--- config.mk ---
export PLATFORM = sky130hd
export DESIGN_NAME = fixed_step_tick_frame_pacer
export DESIGN_NICKNAME = d
export VERILOG_FILES = /design/src/hdl/fstfp_pkg.sv /design/src/hdl/fixed_step_tick_frame_pacer.sv
export SDC_FILE = /design/constraint.sdc
export NUM_CORES = 2
export LEC_CHECK = 0
export BUFFER_PORTS_ARGS = -buffer_cell sky130_fd_sc_hd__buf_4
export CORE_MARGIN = 2
export CORE_UTILIZATION = 30
export DETAILED_ROUTE_END_ITERATION = 6
export PLACE_DENSITY = 0.5
export SETUP_SLACK_MARGIN = 0.3
export SLEW_MARGIN = 20
export SYNTH_ARGS = -nofsm -noshare
export SYNTH_HDL_FRONTEND = slang
export SYNTH_SLANG_ARGS = --single-unit
--- constraint.sdc ---
create_clock -name clock -period 71.4 [get_ports clock]
set_clock_uncertainty 0.15 [all_clocks]
set_input_delay 14.28 -clock clock [delete_from_list [all_inputs] [get_ports clock]]
set_output_delay 14.28 -clock clock [all_outputs]
set_load 0.02 [all_outputs]
--- src/hdl/fstfp_pkg.sv ---
// ----------------------------------------------------------------------------
// fstfp_pkg - tick and frame pacer definitions
// Operation and event codes, register indexes and reset values shared by the
// pacer and its port checker.
// ----------------------------------------------------------------------------
package fstfp_pkg;

   localparam int OP_WIDTH        = 2;
   localparam int EVENT_WIDTH     = 2;
   localparam int CSR_INDEX_WIDTH = 2;
   localparam int CSR_DATA_WIDTH  = 32;
   localparam int TIME_WIDTH      = 64;
   localparam int COUNT_WIDTH     = 32;
   localparam int FRACTION_WIDTH  = 17;

   localparam int SKIP_LIMIT_DEFAULT    = 3;
   localparam int FRACTION_BITS_DEFAULT = 16;

   localparam logic [OP_WIDTH-1:0] OP_CLEAR = 2'd0;
   localparam logic [OP_WIDTH-1:0] OP_START = 2'd1;
   localparam logic [OP_WIDTH-1:0] OP_POLL  = 2'd2;

   localparam logic [EVENT_WIDTH-1:0] EV_WAIT  = 2'd0;
   localparam logic [EVENT_WIDTH-1:0] EV_TICK  = 2'd1;
   localparam logic [EVENT_WIDTH-1:0] EV_FRAME = 2'd2;
   localparam logic [EVENT_WIDTH-1:0] EV_ACK   = 2'd3;

   localparam logic [CSR_INDEX_WIDTH-1:0] CSR_TICK_PERIOD  = 2'd0;
   localparam logic [CSR_INDEX_WIDTH-1:0] CSR_FRAME_PERIOD = 2'd1;
   localparam logic [CSR_INDEX_WIDTH-1:0] CSR_FRAME_MARGIN = 2'd2;

   localparam logic [CSR_DATA_WIDTH-1:0] TICK_PERIOD_RESET  = 32'd16666666;
   localparam logic [CSR_DATA_WIDTH-1:0] FRAME_PERIOD_RESET = 32'd16666666;
   localparam logic [CSR_DATA_WIDTH-1:0] FRAME_MARGIN_RESET = 32'd8333333;

endpackage

--- src/hdl/fixed_step_tick_frame_pacer.sv ---
// ----------------------------------------------------------------------------
// fixed_step_tick_frame_pacer - fixed timestep tick and frame pacer
// Decides per poll whether to wait, run a simulation tick or render a
// frame, with the interpolation fraction and game time for frames.
//
// Usage:
//   req_* carries one operation (clear, start, poll) with the current time.
//   rsp_* returns exactly one event per request, in order.
//   csr_* writes tick_period, frame_period and frame_margin; write only
//   while idle.
// Timing:
//   All time arithmetic runs through one 66-bit add/subtract unit under a state
//   sequencer; one 32-bit multiplier serves the frame interpolation.
//   Clear and start go straight to the response stage; a poll steps through the
//   sequencer states, and a frame runs its divider at one divider bit per cycle.
//   req_stall is high while a request is being worked on.
// Reset: timing state cleared, registers take their default values, no
//   response pending.
// Back-pressure: a finished event is held in the response register while
//   rsp_stall is high; the next request may be taken and worked on meanwhile
//   and then waits for the response register to free.
// ----------------------------------------------------------------------------
module fixed_step_tick_frame_pacer #(
   parameter int SKIP_LIMIT    = fstfp_pkg::SKIP_LIMIT_DEFAULT,
   parameter int FRACTION_BITS = fstfp_pkg::FRACTION_BITS_DEFAULT
) (
   input  logic                                   clock,
   input  logic                                   reset,
   input  logic                                   req_valid,
   output logic                                   req_stall,
   input  logic [fstfp_pkg::OP_WIDTH-1:0]         req_operation,
   input  logic [fstfp_pkg::TIME_WIDTH-1:0]       req_now_ns,
   output logic                                   rsp_valid,
   input  logic                                   rsp_stall,
   output logic [fstfp_pkg::EVENT_WIDTH-1:0]      rsp_event_kind,
   output logic [fstfp_pkg::TIME_WIDTH-1:0]       rsp_wait_ns,
   output logic [fstfp_pkg::COUNT_WIDTH-1:0]      rsp_ticks_done,
   output logic [fstfp_pkg::TIME_WIDTH-1:0]       rsp_tick_game_ns,
   output logic [fstfp_pkg::COUNT_WIDTH-1:0]      rsp_frames_done,
   output logic [fstfp_pkg::TIME_WIDTH-1:0]       rsp_frame_game_ns,
   output logic [fstfp_pkg::FRACTION_WIDTH-1:0]   rsp_frame_fraction,
   input  logic                                   csr_write_enable,
   input  logic [fstfp_pkg::CSR_INDEX_WIDTH-1:0]  csr_index,
   input  logic [fstfp_pkg::CSR_DATA_WIDTH-1:0]   csr_write_data
);

   localparam int SkipW   = $clog2(SKIP_LIMIT + 1);
   localparam int FracW   = FRACTION_BITS + 1;
   localparam int CntW    = $clog2(FRACTION_BITS);
   localparam int ProdW   = 32 + FracW;
   localparam int HiShift = 32 - FRACTION_BITS;
   localparam int AluW    = fstfp_pkg::TIME_WIDTH + 2;

   localparam logic [SkipW-1:0] SkipMax  = SkipW'(SKIP_LIMIT);
   localparam logic [CntW-1:0]  CntLast  = CntW'(FRACTION_BITS - 1);
   localparam logic [FracW-1:0] FracOne  = {1'b1, {FRACTION_BITS{1'b0}}};

   typedef enum logic [4:0] {
      S_IDLE, S_NT, S_NF, S_DUE, S_NOW, S_WAIT, S_TCK1, S_TCK2, S_TGAME,
      S_TREAL, S_LATE, S_MAXF, S_FCUR, S_FNOW, S_FCMP, S_DIV, S_DIFF,
      S_MULHI, S_MULLO, S_ADDLO, S_ADDPREV, S_OUT
   } state_type;

   state_type   state_ff;

   logic [31:0] tick_period_ff, frame_period_ff, frame_margin_ff;

   logic [31:0] tick_counter_ff, frame_counter_ff;
   logic [63:0] prev_tick_game_ff, cur_tick_game_ff;
   logic [63:0] prev_tick_real_ff, cur_tick_real_ff;
   logic [63:0] frame_game_ff, frame_real_ff;
   logic [FracW-1:0] fraction_ff;
   logic [SkipW-1:0] skipped_ff;

   logic [63:0] now_ff, t0_ff, t1_ff, t2_ff, rem_ff, den_ff;
   logic [FracW-1:0] q_ff;
   logic [CntW-1:0]  cnt_ff;
   logic [ProdW-1:0] prod_ff;
   logic [1:0]  kind_ff;
   logic [63:0] wait_ff;

   logic        rsp_valid_ff;
   logic [1:0]  rsp_kind_ff;
   logic [63:0] rsp_wait_ff, rsp_tick_game_ff, rsp_frame_game_ff;
   logic [31:0] rsp_ticks_ff, rsp_frames_ff;
   logic [FracW-1:0] rsp_fraction_ff;

   logic [AluW-1:0] alu_a, alu_b, alu_sum;
   logic            alu_sub, alu_neg, alu_carry, alu_zero;
   logic [63:0]     alu_low, alu_sat;
   logic [31:0]     mul_a;
   logic [ProdW-1:0] mul_prod;
   logic            fp_zero;

   assign fp_zero = (frame_period_ff == '0);

   // shared add/subtract unit
   always_comb begin
      alu_a   = '0;
      alu_b   = '0;
      alu_sub = 1'b1;
      case (state_ff)
         S_NT: begin
            alu_a = AluW'(cur_tick_real_ff); alu_b = AluW'(1); alu_sub = 1'b0;
         end
         S_NF: begin
            alu_a = AluW'(frame_real_ff); alu_b = AluW'(frame_period_ff);
            alu_sub = 1'b0;
         end
         S_DUE:   begin alu_a = AluW'(t1_ff);            alu_b = AluW'(t0_ff);  end
         S_NOW:   begin alu_a = AluW'(now_ff);           alu_b = AluW'(t0_ff);  end
         S_WAIT:  begin alu_a = AluW'(t0_ff);            alu_b = AluW'(now_ff); end
         S_TCK1:  begin alu_a = AluW'(cur_tick_real_ff); alu_b = AluW'(now_ff); end
         S_TCK2:  begin alu_a = AluW'(frame_real_ff);    alu_b = AluW'(now_ff); end
         S_TGAME: begin
            alu_a = AluW'(cur_tick_game_ff); alu_b = AluW'(tick_period_ff);
            alu_sub = 1'b0;
         end
         S_TREAL: begin
            alu_a = AluW'(cur_tick_real_ff); alu_b = AluW'(tick_period_ff);
            alu_sub = 1'b0;
         end
         S_LATE:  begin alu_a = AluW'(now_ff); alu_b = AluW'(frame_margin_ff); end
         S_MAXF:  begin alu_a = AluW'(t1_ff);  alu_b = AluW'(t2_ff); end
         S_FCUR:  begin
            alu_a = AluW'(cur_tick_real_ff); alu_b = AluW'(prev_tick_real_ff);
         end
         S_FNOW:  begin alu_a = AluW'(now_ff); alu_b = AluW'(prev_tick_real_ff); end
         S_FCMP:  begin alu_a = AluW'(rem_ff); alu_b = AluW'(den_ff); end
         S_DIV:   begin alu_a = {1'b0, rem_ff, 1'b0}; alu_b = AluW'(den_ff); end
         S_DIFF:  begin
            alu_a = AluW'(cur_tick_game_ff); alu_b = AluW'(prev_tick_game_ff);
         end
         S_ADDLO: begin
            alu_a = AluW'(t0_ff); alu_b = AluW'(prod_ff >> FRACTION_BITS);
            alu_sub = 1'b0;
         end
         S_ADDPREV: begin
            alu_a = AluW'(t0_ff); alu_b = AluW'(prev_tick_game_ff); alu_sub = 1'b0;
         end
         default: begin
            alu_a = '0;
         end
      endcase
   end

   assign alu_sum   = alu_sub ? (alu_a - alu_b) : (alu_a + alu_b);
   assign alu_neg   = alu_sum[AluW-1];
   assign alu_carry = alu_sum[64];
   assign alu_low   = alu_sum[63:0];
   assign alu_zero  = (alu_low == '0);
   assign alu_sat   = alu_carry ? '1 : alu_low;

   assign mul_a    = (state_ff == S_MULHI) ? t2_ff[63:32] : t2_ff[31:0];
   assign mul_prod = ProdW'(mul_a) * ProdW'(q_ff);

   always_ff @(posedge clock) begin
      if (reset) begin
         state_ff          <= S_IDLE;
         rsp_valid_ff      <= 1'b0;
         tick_period_ff    <= fstfp_pkg::TICK_PERIOD_RESET;
         frame_period_ff   <= fstfp_pkg::FRAME_PERIOD_RESET;
         frame_margin_ff   <= fstfp_pkg::FRAME_MARGIN_RESET;
         tick_counter_ff   <= '0;
         frame_counter_ff  <= '0;
         prev_tick_game_ff <= '0;
         cur_tick_game_ff  <= '0;
         prev_tick_real_ff <= '0;
         cur_tick_real_ff  <= '0;
         frame_game_ff     <= '0;
         frame_real_ff     <= '0;
         fraction_ff       <= '0;
         skipped_ff        <= '0;
      end else begin
         if (csr_write_enable) begin
            case (csr_index)
               fstfp_pkg::CSR_TICK_PERIOD:  tick_period_ff  <= csr_write_data;
               fstfp_pkg::CSR_FRAME_PERIOD: frame_period_ff <= csr_write_data;
               fstfp_pkg::CSR_FRAME_MARGIN: frame_margin_ff <= csr_write_data;
               default: ;
            endcase
         end

         // in S_OUT the response register is reloaded below instead
         if (rsp_valid_ff && !rsp_stall && (state_ff != S_OUT)) begin
            rsp_valid_ff <= 1'b0;
         end

         case (state_ff)
            S_IDLE: begin
               if (req_valid) begin
                  now_ff  <= req_now_ns;
                  wait_ff <= '0;
                  kind_ff <= fstfp_pkg::EV_ACK;
                  case (req_operation)
                     fstfp_pkg::OP_CLEAR: begin
                        prev_tick_game_ff <= '0;
                        cur_tick_game_ff  <= '0;
                        prev_tick_real_ff <= '0;
                        cur_tick_real_ff  <= '0;
                        frame_counter_ff  <= '0;
                        frame_game_ff     <= '0;
                        frame_real_ff     <= '0;
                        skipped_ff        <= '0;
                        state_ff          <= S_OUT;
                     end
                     fstfp_pkg::OP_START: begin
                        tick_counter_ff   <= '0;
                        prev_tick_real_ff <= '0;
                        cur_tick_real_ff  <= req_now_ns;
                        frame_real_ff     <= '0;
                        skipped_ff        <= '0;
                        state_ff          <= S_OUT;
                     end
                     fstfp_pkg::OP_POLL: begin
                        state_ff <= S_NT;
                     end
                     default: begin
                        state_ff <= S_OUT;
                     end
                  endcase
               end
            end
            S_NT: begin
               t0_ff    <= alu_sat;
               state_ff <= S_NF;
            end
            S_NF: begin
               t1_ff    <= alu_sat;
               state_ff <= S_DUE;
            end
            S_DUE: begin
               if (!fp_zero && alu_neg) begin
                  t0_ff <= t1_ff;
               end
               state_ff <= S_NOW;
            end
            S_NOW: begin
               if (alu_neg) begin
                  if (fp_zero) begin
                     kind_ff  <= fstfp_pkg::EV_FRAME;
                     state_ff <= S_OUT;
                  end else begin
                     state_ff <= S_WAIT;
                  end
               end else if (skipped_ff < SkipMax) begin
                  state_ff <= S_TCK1;
               end else begin
                  state_ff <= S_LATE;
               end
            end
            S_WAIT: begin
               wait_ff  <= alu_low;
               kind_ff  <= fstfp_pkg::EV_WAIT;
               state_ff <= S_OUT;
            end
            S_TCK1: begin
               state_ff <= alu_neg ? S_TCK2 : S_LATE;
            end
            S_TCK2: begin
               if (alu_neg) begin
                  skipped_ff <= skipped_ff + SkipW'(1);
               end
               tick_counter_ff <= tick_counter_ff + 32'd1;
               state_ff        <= S_TGAME;
            end
            S_TGAME: begin
               prev_tick_game_ff <= cur_tick_game_ff;
               cur_tick_game_ff  <= alu_low;
               state_ff          <= S_TREAL;
            end
            S_TREAL: begin
               prev_tick_real_ff <= cur_tick_real_ff;
               cur_tick_real_ff  <= alu_sat;
               kind_ff           <= fstfp_pkg::EV_TICK;
               state_ff          <= S_OUT;
            end
            S_LATE: begin
               t2_ff    <= alu_neg ? '0 : alu_low;
               state_ff <= S_MAXF;
            end
            S_MAXF: begin
               frame_real_ff    <= alu_neg ? t2_ff : t1_ff;
               frame_counter_ff <= frame_counter_ff + 32'd1;
               skipped_ff       <= '0;
               state_ff         <= S_FCUR;
            end
            S_FCUR: begin
               if (alu_neg || alu_zero) begin
                  q_ff     <= FracOne;
                  state_ff <= S_DIFF;
               end else begin
                  den_ff   <= alu_low;
                  state_ff <= S_FNOW;
               end
            end
            S_FNOW: begin
               if (alu_neg || alu_zero) begin
                  q_ff     <= '0;
                  state_ff <= S_DIFF;
               end else begin
                  rem_ff   <= alu_low;
                  state_ff <= S_FCMP;
               end
            end
            S_FCMP: begin
               if (!alu_neg) begin
                  q_ff     <= FracOne;
                  state_ff <= S_DIFF;
               end else begin
                  q_ff     <= '0;
                  cnt_ff   <= '0;
                  state_ff <= S_DIV;
               end
            end
            S_DIV: begin
               if (!alu_neg) begin
                  rem_ff <= alu_low;
                  q_ff   <= {q_ff[FRACTION_BITS-1:0], 1'b1};
               end else begin
                  rem_ff <= {rem_ff[62:0], 1'b0};
                  q_ff   <= {q_ff[FRACTION_BITS-1:0], 1'b0};
               end
               cnt_ff <= cnt_ff + CntW'(1);
               if (cnt_ff == CntLast) begin
                  state_ff <= S_DIFF;
               end
            end
            S_DIFF: begin
               fraction_ff <= q_ff;
               t2_ff       <= alu_low;
               state_ff    <= S_MULHI;
            end
            S_MULHI: begin
               prod_ff  <= mul_prod;
               state_ff <= S_MULLO;
            end
            S_MULLO: begin
               t0_ff    <= 64'(prod_ff) << HiShift;
               prod_ff  <= mul_prod;
               state_ff <= S_ADDLO;
            end
            S_ADDLO: begin
               t0_ff    <= alu_low;
               state_ff <= S_ADDPREV;
            end
            S_ADDPREV: begin
               frame_game_ff <= alu_low;
               kind_ff       <= fstfp_pkg::EV_FRAME;
               state_ff      <= S_OUT;
            end
            S_OUT: begin
               if (!rsp_valid_ff || !rsp_stall) begin
                  rsp_valid_ff      <= 1'b1;
                  rsp_kind_ff       <= kind_ff;
                  rsp_wait_ff       <= wait_ff;
                  rsp_ticks_ff      <= tick_counter_ff;
                  rsp_tick_game_ff  <= cur_tick_game_ff;
                  rsp_frames_ff     <= frame_counter_ff;
                  rsp_frame_game_ff <= frame_game_ff;
                  rsp_fraction_ff   <= fraction_ff;
                  state_ff          <= S_IDLE;
               end
            end
            default: begin
               state_ff <= S_IDLE;
            end
         endcase
      end
   end

   assign req_stall          = (state_ff != S_IDLE);
   assign rsp_valid          = rsp_valid_ff;
   assign rsp_event_kind     = rsp_kind_ff;
   assign rsp_wait_ns        = rsp_wait_ff;
   assign rsp_ticks_done     = rsp_ticks_ff;
   assign rsp_tick_game_ns   = rsp_tick_game_ff;
   assign rsp_frames_done    = rsp_frames_ff;
   assign rsp_frame_game_ns  = rsp_frame_game_ff;
   assign rsp_frame_fraction = fstfp_pkg::FRACTION_WIDTH'(rsp_fraction_ff);

endmodule

==> impl_metrics.tcl <==
set metrics [dict create \
    outcome "complete, but fails checks" \
    violations "DRC" \
    place_congestion 0.968 \
    cts_hold_buf 0 \
    viasPerCell 5.89 \
    path_class "in2reg" \
    drive_gt1_share_pct 12.1 \
    antenna_left 0 \
    fin_area_um2 90700 \
    clk_latency_ns 0.90 \
    port_buffers 381 \
    yosys.area.top_type "edfxtp_1" \
    reg2reg_depth 28 \
    dpl_cell_area_um2 85100 \
    cts.sinks 1364 \
    fp.dieArea_um2 266000 \
    grt_first_pass_wirelength_um 504000 \
    period_minus_slack_ns 17.80 \
    postCtsSetupBuffers 0 \
    maxSlewViolCount 0 \
    drv_cap 0 \
    nNetsFinal 8693 \
    synth_top_area_share_pct 30.4 \
    synth.most_common_cell "nand2_1" \
    wl_um 359000 \
    reg2reg_to "t0_ff[41]" \
    ys_ff_latch 1364 \
    synthDistinctLibCells 98 \
    fillers 26207 \
    synth-seq-area-share_pct 45.0 \
    cp_slowest_cell "nor2b_4" \
    rsz0062_at_grt "false" \
    cts_tree "yes" \
    finalSetupTns_ns 0 \
    holdPathEnd "rsp_wait_ns[0]" \
    syn-instance-count 7802 \
    start_kind "input port" \
    drtIter0Drc 10579 \
    synth_area_um2 78400 \
    antenna_found_initial 48 \
    cts_resized 0 \
    worstHoldPathCells 0 \
    tightestPinTransition_ns 1.24 \
    grt_pass1_vias 66128 \
    min_path_type "reg2reg" \
    ys.flop_type "edfxtp_1" \
    root_buffer "clkbuf_16" \
    finalHoldViolations 0 \
    synth_edf_count 795 \
    grt-ovfl-total 0 \
    wl_per_cell_um 31.2 \
    critPathArrivalTime_ns 18.39 \
    dr_total_vias 67869 \
    finalSetupViolations 0 \
    endpoint_kind "register" \
    maxSlewHeadroom_pct 16.4 \
    clk_pin_slew_ns 0.06 \
    path_cells "buf_4 > nor2b_4 > nand4_1 > a211oi_1 > nor3b_1 > nor2b_1 > nor2b_1 > and4_1 > and4_1 > nand4_1 > xor2_1 > nor2_1" \
    cts_buffers 158 \
    reg2reg_slack_ns 57.06 \
    ys_warn_count 0 \
    syn_nets 8550 \
    fp.dieW_um 515 \
    cp-startpoint "req_operation[1]" \
    num_rows 187 \
    core_area_um2 260000 \
    grtUsageTotal_pct 26.4 \
    grt_start_max_net_pins 144 \
    worstReg2RegStart "state_ff[1]" \
    start_util_pct 30.2 \
    min_from "wait_ff[0]" \
    htreeDepth 4 \
    ios 382 \
    fin_crit_sh_pct 24.9 \
    async_reset_ff_share_pct 0 \
    clk_path_buf_depth 3 \
    first_pass_iters 7 \
    yosys-top-cells-count "1054 x nand2_1, 795 x edfxtp_1, 585 x inv_1" \
    post_synth.cell_area_avg_um2 10.1 \
    cp_max_fo 26 \
    area_growth_pct 15.6 \
    drc 67 \
    crit_required_ns 71.99 \
    critPathMaxStageDelay_ns 0.80 \
    fmax_mhz 56.2 \
    fp.dieH_um 515 \
    hpwl_um 250000 \
    synth.area.top_cells "edfxtp_1 30%, dfxtp_1 15%, fa_1 11%" \
]
==> kinds of logic (layout without fill, tap and decap cells) <==
| family | Yosys count | in the layout | share of synthesized area [%] |
|---|---|---|---|
| flip-flops | 1364 | 1364 | 45.0 |
| AND/OR/NAND/NOR | 2503 | 2503 | 14.7 |
| multiplexers | 158 | 158 | 2.12 |
| XOR/XNOR | 200 | 200 | 2.24 |
| adder cells (fa/ha/maj) | 643 | 643 | 14.6 |
| AO/OA/AOI/OAI | 1773 | 1773 | 15.8 |
| buffers and inverters | 1161 | 1441 | 5.63 |
| other | 0 | 31 | 0 |
==> layout make-up <==
type | count | area, um2 | share of cell area, %
sequential | 1364 | 35300 | 38.9
clock inverter | 97 | 1200 | 1.32
antenna | 31 | 77.6 | 0.0856
timing repair buffer | 558 | 4260 | 4.70
inverter | 586 | 2200 | 2.43
tap | 3402 | 4260 | 4.69
multi-input combinational | 5277 | 39100 | 43.1
clock buffer | 200 | 4290 | 4.73
==> worst max-delay path, delay by kind of cell <==
kind	cells	cell delay, ns
and+or+nand+nor	9	3.12
AOI/OAI and AO/OA	1	0.67
xor gates and xnor gates	1	0.17
buffers and inverters	1	0.14
==> per-stage QoR <==
step	cells	hold slack (ns)	setup slack, ns	util (%)
floorplan	7802	0.250	35.47	-
global placement	11186	0.252	52.75	32.8
detailed placement	11187	0.255	52.78	32.8
CTS	11484	0.252	53.70	34.9
global route	11491	0.261	53.36	34.9
finish	11515	0.256	53.60	34.9
==> registers in the layout, indices dropped and copies added, names as in the netlist, 64 cells and up <==
signal             flops
frame_game_ff         64
den_ff                64
prev_tick_game_ff     64
t0_ff                 64
rsp_tick_game_ns      64
rsp_frame_game_ns     64
rsp_wait_ns           64
prev_tick_real_ff     64
frame_real_ff         64
cur_tick_real_ff      64
t2_ff                 64
wait_ff               64
cur_tick_game_ff      64
t1_ff                 64
rem_ff                64
now_ff                64
==> cell usage in the layout, fill, tap and decap left out, types with 51 or more instances in the layout <==
cell       instances
a211oi_1         213
a21o_1            57
a21oi_1          486
a221oi_1          54
a222oi_1         153
a22oi_1          291
and2_1           163
and3_1           130
buf_4            552
clkbuf_16        159
dfxtp_1          567
edfxtp_1         795
fa_1             450
ha_1             193
inv_1            585
mux2_2            63
mux2i_1           95
nand2_1         1050
nand3_1          231
nand4_1           73
nor2_1           543
nor3_1            51
o21ai_0          188
xnor2_1           98
xor2_1           100
==> worst max-delay path by stage <==
stage	end	slack, ns	cells past startpoint
floorplan	rsp_event_kind[0]	35.47	3
global placement	tick_counter_ff[29]	52.75	12
detailed placement	tick_counter_ff[29]	52.78	12
CTS	tick_counter_ff[29]	53.70	12
global route	tick_counter_ff[29]	53.36	12
finish	tick_counter_ff[29]	53.60	12
==> metal layers <==
layer | global-route usage, % | part of all wire, % | wire length (um)
met1 | 33.7 | 39 | 139000
met2 | 38.8 | 43 | 153000
met3 | 7.99 | 12 | 42300
met4 | 16.7 | 7.0 | 25300
met5 | 0 | 0.052 | 188
Power is left out: the tool's default activity adds up to more than one toggle a clock period on the data nets, which glitch-free logic cannot reach.
